<file path="config.mk">
export PLATFORM = sky130hd
export DESIGN_NAME = hbq_ctrl
export DESIGN_NICKNAME = d
export VERILOG_FILES = /design/src/rtl/hbq_pkg.sv /design/src/rtl/hbq_ctrl.sv
export SDC_FILE = /design/constraint.sdc
export NUM_CORES = 1
export LEC_CHECK = 0
export ABC_AREA = 1
export BUFFER_PORTS_ARGS = -buffer_cell sky130_fd_sc_hd__clkbuf_2
export CAP_MARGIN = 20
export CORE_AREA = 3 3 40 42
export CTS_CLUSTER_DIAMETER = 120
export DETAILED_ROUTE_END_ITERATION = 8
export DIE_AREA = 0 0 43 45
export GPL_TIMING_DRIVEN = 0
export PLACE_DENSITY = 0.47
export SETUP_SLACK_MARGIN = 0.15
export SYNTH_ARGS = -nofsm -noshare
export SYNTH_HDL_FRONTEND = slang
export SYNTH_SLANG_ARGS = --single-unit
</file>
<file path="constraint.sdc">
create_clock -name i_clk -period 1.1 [get_ports i_clk]
set_clock_uncertainty 0.05 [all_clocks]
set_input_delay 0.11 -clock i_clk [delete_from_list [all_inputs] [get_ports i_clk]]
set_output_delay 0.11 -clock i_clk [all_outputs]
set_load 0.02 [all_outputs]
</file>
<file path="src/rtl/hbq_pkg.sv">
// ============================================================================
// hbq_pkg - heap queue package
// Field widths, request and status codes, payload and control structs.
// ============================================================================
`default_nettype none

package hbq_pkg;

    localparam int KEY_W           = 32;
    localparam int HANDLE_W        = 16;
    localparam int COUNT_W         = 9;
    localparam int DEF_HEAP_DEPTH  = 256;
    localparam int DEF_HANDLE_BITS = 16;

    // request codes; code 3 behaves as a query
    localparam logic [1:0] REQ_PUSH  = 2'd0;
    localparam logic [1:0] REQ_POP   = 2'd1;
    localparam logic [1:0] REQ_QUERY = 2'd2;

    // status codes
    localparam logic [1:0] ST_OK        = 2'd0;
    localparam logic [1:0] ST_POP_EMPTY = 2'd1;
    localparam logic [1:0] ST_PUSH_FULL = 2'd2;

    typedef struct packed {
        logic [1:0]          req_type;
        logic signed [KEY_W-1:0] entry_key;
        logic [HANDLE_W-1:0] entry_handle;
    } t_req_item;

    typedef struct packed {
        logic [1:0]              status;
        logic signed [KEY_W-1:0] popped_key;
        logic [HANDLE_W-1:0]     popped_handle;
        logic signed [KEY_W-1:0] top_key;
        logic [HANDLE_W-1:0]     top_handle;
        logic                    is_empty;
        logic [COUNT_W-1:0]      entry_count;
    } t_result;

    typedef enum logic [2:0] {
        S_IDLE,
        S_PUSH_CHK,
        S_PUSH_CMP,
        S_POP_LAST,
        S_DOWN_CHK,
        S_DOWN_CMP,
        S_DONE
    } t_state;

    // controller -> datapath
    typedef struct packed {
        logic accept;      // take the request on i_req
        logic load_carry;  // carried entry <= last slot read
        logic sel_parent;  // read port A addresses the parent
        logic wr_carry;    // carried entry into the hole, sift ends
        logic wr_up;       // parent moves down into the hole
        logic wr_down;     // larger child moves up into the hole
    } t_dp_cmd;

    // datapath -> controller
    typedef struct packed {
        logic go_push;     // push request with room
        logic go_pop;      // pop request on a non-empty heap
        logic at_root;
        logic at_leaf;
        logic move_up;
        logic move_down;
    } t_dp_stat;

endpackage

`default_nettype wire

</file>
<file path="src/rtl/hbq_ctrl.sv">
// ============================================================================
// hbq_ctrl - heap queue controller
// Sequences accept, sift steps and the result strobe.
// ============================================================================
`default_nettype none

module hbq_ctrl (
    input  wire logic              i_clk,
    input  wire logic              i_rst_n,
    input  wire logic              start,
    input  wire hbq_pkg::t_dp_stat i_stat,
    output hbq_pkg::t_dp_cmd       o_cmd,
    output logic                   busy,
    output logic                   o_done
);

    hbq_pkg::t_state r_state;
    hbq_pkg::t_state n_state;

    always_ff @(posedge i_clk) begin
        if (!i_rst_n) begin
            r_state <= hbq_pkg::S_IDLE;
        end else begin
            r_state <= n_state;
        end
    end

    always_comb begin
        n_state = r_state;
        unique case (r_state)
            hbq_pkg::S_IDLE: begin
                if (start) begin
                    if (i_stat.go_push) begin
                        n_state = hbq_pkg::S_PUSH_CHK;
                    end else if (i_stat.go_pop) begin
                        n_state = hbq_pkg::S_POP_LAST;
                    end else begin
                        n_state = hbq_pkg::S_DONE;
                    end
                end
            end
            hbq_pkg::S_PUSH_CHK: begin
                n_state = i_stat.at_root ? hbq_pkg::S_DONE : hbq_pkg::S_PUSH_CMP;
            end
            hbq_pkg::S_PUSH_CMP: begin
                n_state = i_stat.move_up ? hbq_pkg::S_PUSH_CHK : hbq_pkg::S_DONE;
            end
            hbq_pkg::S_POP_LAST: begin
                n_state = hbq_pkg::S_DOWN_CHK;
            end
            hbq_pkg::S_DOWN_CHK: begin
                n_state = i_stat.at_leaf ? hbq_pkg::S_DONE : hbq_pkg::S_DOWN_CMP;
            end
            hbq_pkg::S_DOWN_CMP: begin
                n_state = i_stat.move_down ? hbq_pkg::S_DOWN_CHK : hbq_pkg::S_DONE;
            end
            hbq_pkg::S_DONE: begin
                n_state = hbq_pkg::S_IDLE;
            end
            default: begin
                n_state = hbq_pkg::S_IDLE;
            end
        endcase
    end

    always_comb begin
        o_cmd  = '0;
        busy   = 1'b1;
        o_done = 1'b0;
        unique case (r_state)
            hbq_pkg::S_IDLE: begin
                busy         = 1'b0;
                o_cmd.accept = start;
            end
            hbq_pkg::S_PUSH_CHK: begin
                o_cmd.sel_parent = !i_stat.at_root;
                o_cmd.wr_carry   = i_stat.at_root;
            end
            hbq_pkg::S_PUSH_CMP: begin
                o_cmd.wr_up    = i_stat.move_up;
                o_cmd.wr_carry = !i_stat.move_up;
            end
            hbq_pkg::S_POP_LAST: begin
                o_cmd.load_carry = 1'b1;
            end
            hbq_pkg::S_DOWN_CHK: begin
                o_cmd.wr_carry = i_stat.at_leaf;
            end
            hbq_pkg::S_DOWN_CMP: begin
                o_cmd.wr_down  = i_stat.move_down;
                o_cmd.wr_carry = !i_stat.move_down;
            end
            hbq_pkg::S_DONE: begin
                o_done = 1'b1;
            end
            default: begin
                busy = 1'b1;
            end
        endcase
    end

endmodule

`default_nettype wire

</file>
==> results.cfg <==
[status]
run_status = complete, but fails checks
violations = setup timing

[logic_synthesis]
synth-xor-area-share = 0
postSynthAreaPerCell_um2 = 6.126
synthDistinctLibCells = 15
synthCells = 48
synth.yosys.warnings = 0
post_synth_instance_area_um2 = 294.0
post_synthesis_compound_gate_area_fraction = 0.04255
synth.yosys.seq_area_share = 0.2043
synth_top_family_by_area = simple AND/OR/NAND/NOR gates
yosys.area_share.simple = 0.6000
post_synthesis_register_bit_count = 3
synthesis.nets = 57
synth-adder-area-share = 0
synth.mux.area_fraction = 0

[sta]
max-slew-margin-rel = 0.8056
setup_ws_ns = -0.1865
period_needed_ns = 1.286
setup_viol_count_final = 9
final_hold_vio_count = 0
max_freq_mhz = 777.3
transition_time_of_the_tightest_slew_check_pin_ns = 0.2890
setup_repair_after_global_routing_missed_its_margin = true
post-route-period-util = 1.170
timing.final.max_slew_violations = 0

[global_route]
grt-ovfl-total = 0
grt_pass1_vias = 333
grt_first_pass_wirelength_mm = 1.421
grt_max_degree = 8
groute.layer.met2.usage = 0.1437
antenna_found_initial = 0
grt_use_met3 = 0.06375
globalRouteTotalUtil = 0.09992
top_usage_layer = met2
globalRouteMet1Util = 0.1349

[finish]
finalNetCount = 81
drive_gt1_frac = 0.5775
layout_top_registers = r_state (3)
final_cell_mix = inv_1 (8), clkbuf_2 (8), nand3_1 (6), clkbuf_4 (5)
fin_cells = 86
antenna_cells_inserted = 0
syn_to_final_growth_pct = 91.49
largest_reg_flops = 3
postLayoutCoreUtil = 0.4382
registers.top_by_ff_count = r_state

[detailed_routing]
finalWirelength_um = 807
drc_violation_total_after_the_first_tritonroute_iteration = 8
drt_first_pass_iters = 4
count_of_unresolved_drc_violations_after_routing = 0
route.vias.total = 392
wl_per_cell_um = 9.384
detail-route-antenna-nets = 0
route.detailed.vias_per_inst = 4.558

[setup_path]
timing.critical_path.from = r_state[1]
crit_type = flop to output port
cp.required_ns = 0.94
cp-endpoint = o_cmd[5]
timing.rr.end = r_state[0]
timing.critical_path.from_type = flop
reg2reg_setup_slack_ns = -0.03
critPathArrivalTime_ns = 1.13
critical_path.max_fanout = 7
timing.rr.start = r_state[1]
cp-end-kind = output port
worstRegToRegCells = 8

[power]
power-per-cell-area_mw_per_mm2 = 3014
switching_share = 0.5039
p_clk_frac = 0.113
power_w = 0.001697
power.static_leakage_nw = 0.3090
power.internal_w = 0.0008419
combinational_group_share_of_total_power = 0.681
share_seq_of_total_power = 0.206
ir_drop_mv = 1.225
power_switching_w = 0.0008551

[die]
placement_rows = 13
die_area_mm2 = 0.001935
dieWidth_um = 43
core_region_area_mm2 = 0.001285
boundaryPins = 17
floorplan.initialDensity = 0.2288
die_h_um = 45

[placement]
instance_count_after_placement_with_tap_cells_included = 79
routabilityCongestion = 0.7018
numPortBuffers = 16
detailedPlacementHpwl_um = 639.2
pre_cts_ws_ns = -0.05542

[cts]
insertion_delay_ns = 0.23
depth_of_the_cts_h_tree = 1
root_buffer = clkbuf_4
numClockSinks = 3
clk_path_buf_depth = 2
numCtsBuffers = 3
clk_transition_reported_paths_ns = 0.04
postCtsHoldBufs = 0
clock_tree_from_tritoncts = yes

[min_path]
worst_hold_path_type = input pin to flop

[flow_run]
drv.max_cap_violation_count = 0
==> what timing repair did <==
action / CTS / global route
pin swaps: 3 / 2
gates cloned: 0 / 0
resized for setup: 15 / 8
endpoints found under the setup margin: 11 / 11
setup buffers: 2 / 1
==> stage by stage <==
stage                     instance area, µm²  hold slack [ns]  setup TNS (ns)
after detailed placement               444.2           0.4128        -0.05542
after global placement                 444.2           0.4113        -0.06797
after CTS                              538.0           0.1679          -1.263
after global routing                   563.0           0.1983          -1.975
final                                  563.0           0.1722          -1.135
after floorplan                        345.3           0.2056               0
==> cell usage after synthesis <==
master / count / share of area
nor2_1: 7 / 0.089
nand2_4: 2 / 0.077
nand2_2: 1 / 0.021
nor3_1: 3 / 0.051
a21boi_0: 1 / 0.026
nand3_1: 7 / 0.12
nor2_4: 1 / 0.038
inv_2: 3 / 0.038
dfxtp_1: 3 / 0.20
nand4_2: 1 / 0.043
nand2_1: 4 / 0.051
inv_1: 9 / 0.11
a21oi_1: 1 / 0.017
nand4_1: 4 / 0.085
nand3b_1: 1 / 0.026
==> final cells by class <==
class                      count  area (µm²)
fill                         142       721.9
clock buffer                   4       26.28
tap                           15       18.77
multi-input combinational     33       234.0
timing repair buffer          19       152.6
inverter                      12       60.06
sequential                     3       71.32
==> power groups by stage <==
stage          clock (W)  combinational (W)  sequential [W]
5_1_grt         0.000224            0.00127        0.000368
3_5_place_dp           0           0.000930        0.000322
3_3_place_gp           0           0.000943        0.000324
6_report        0.000191            0.00116        0.000350
2_1_floorplan          0           0.000749        0.000285
4_1_cts         0.000204            0.00109        0.000339
==> critical path: stages, from the launching register on <==
cell     delay, ns
dfxtp_4       0.37
inv_4         0.08
nand2_4       0.07
nor2_4        0.14
inv_4         0.05
nor2_4        0.08
buf_8         0.11
==> logic make-up after synthesis <==
| kind of cell | after synthesis |
|---|---|
| flip-flops | 3 |
| AND/OR/NAND/NOR | 31 |
| AO/OA/AOI/OAI | 2 |
| buffers and inverters | 12 |
==> worst min path at each step <==
| stage | endpoint | cells past startpoint | from | slack, ns |
|---|---|---|---|---|
| after floorplan | o_cmd[3] | 1 | i_stat[3] | 0.21 |
| after global placement | r_state[1] | 4 | i_stat[5] | 0.41 |
| after detailed placement | r_state[1] | 4 | i_stat[5] | 0.41 |
| after CTS | r_state[1] | 4 | i_stat[5] | 0.17 |
| after global routing | r_state[1] | 4 | i_rst_n | 0.20 |
| final | r_state[1] | 4 | i_stat[5] | 0.17 |
==> metal layers <==
layer	part of all wire	routed length [µm]
met1	0.44	355
met2	0.43	350
met3	0.13	101
met4	0	0
met5	0	0
Note: power is estimated with default switching activity, not from simulation.
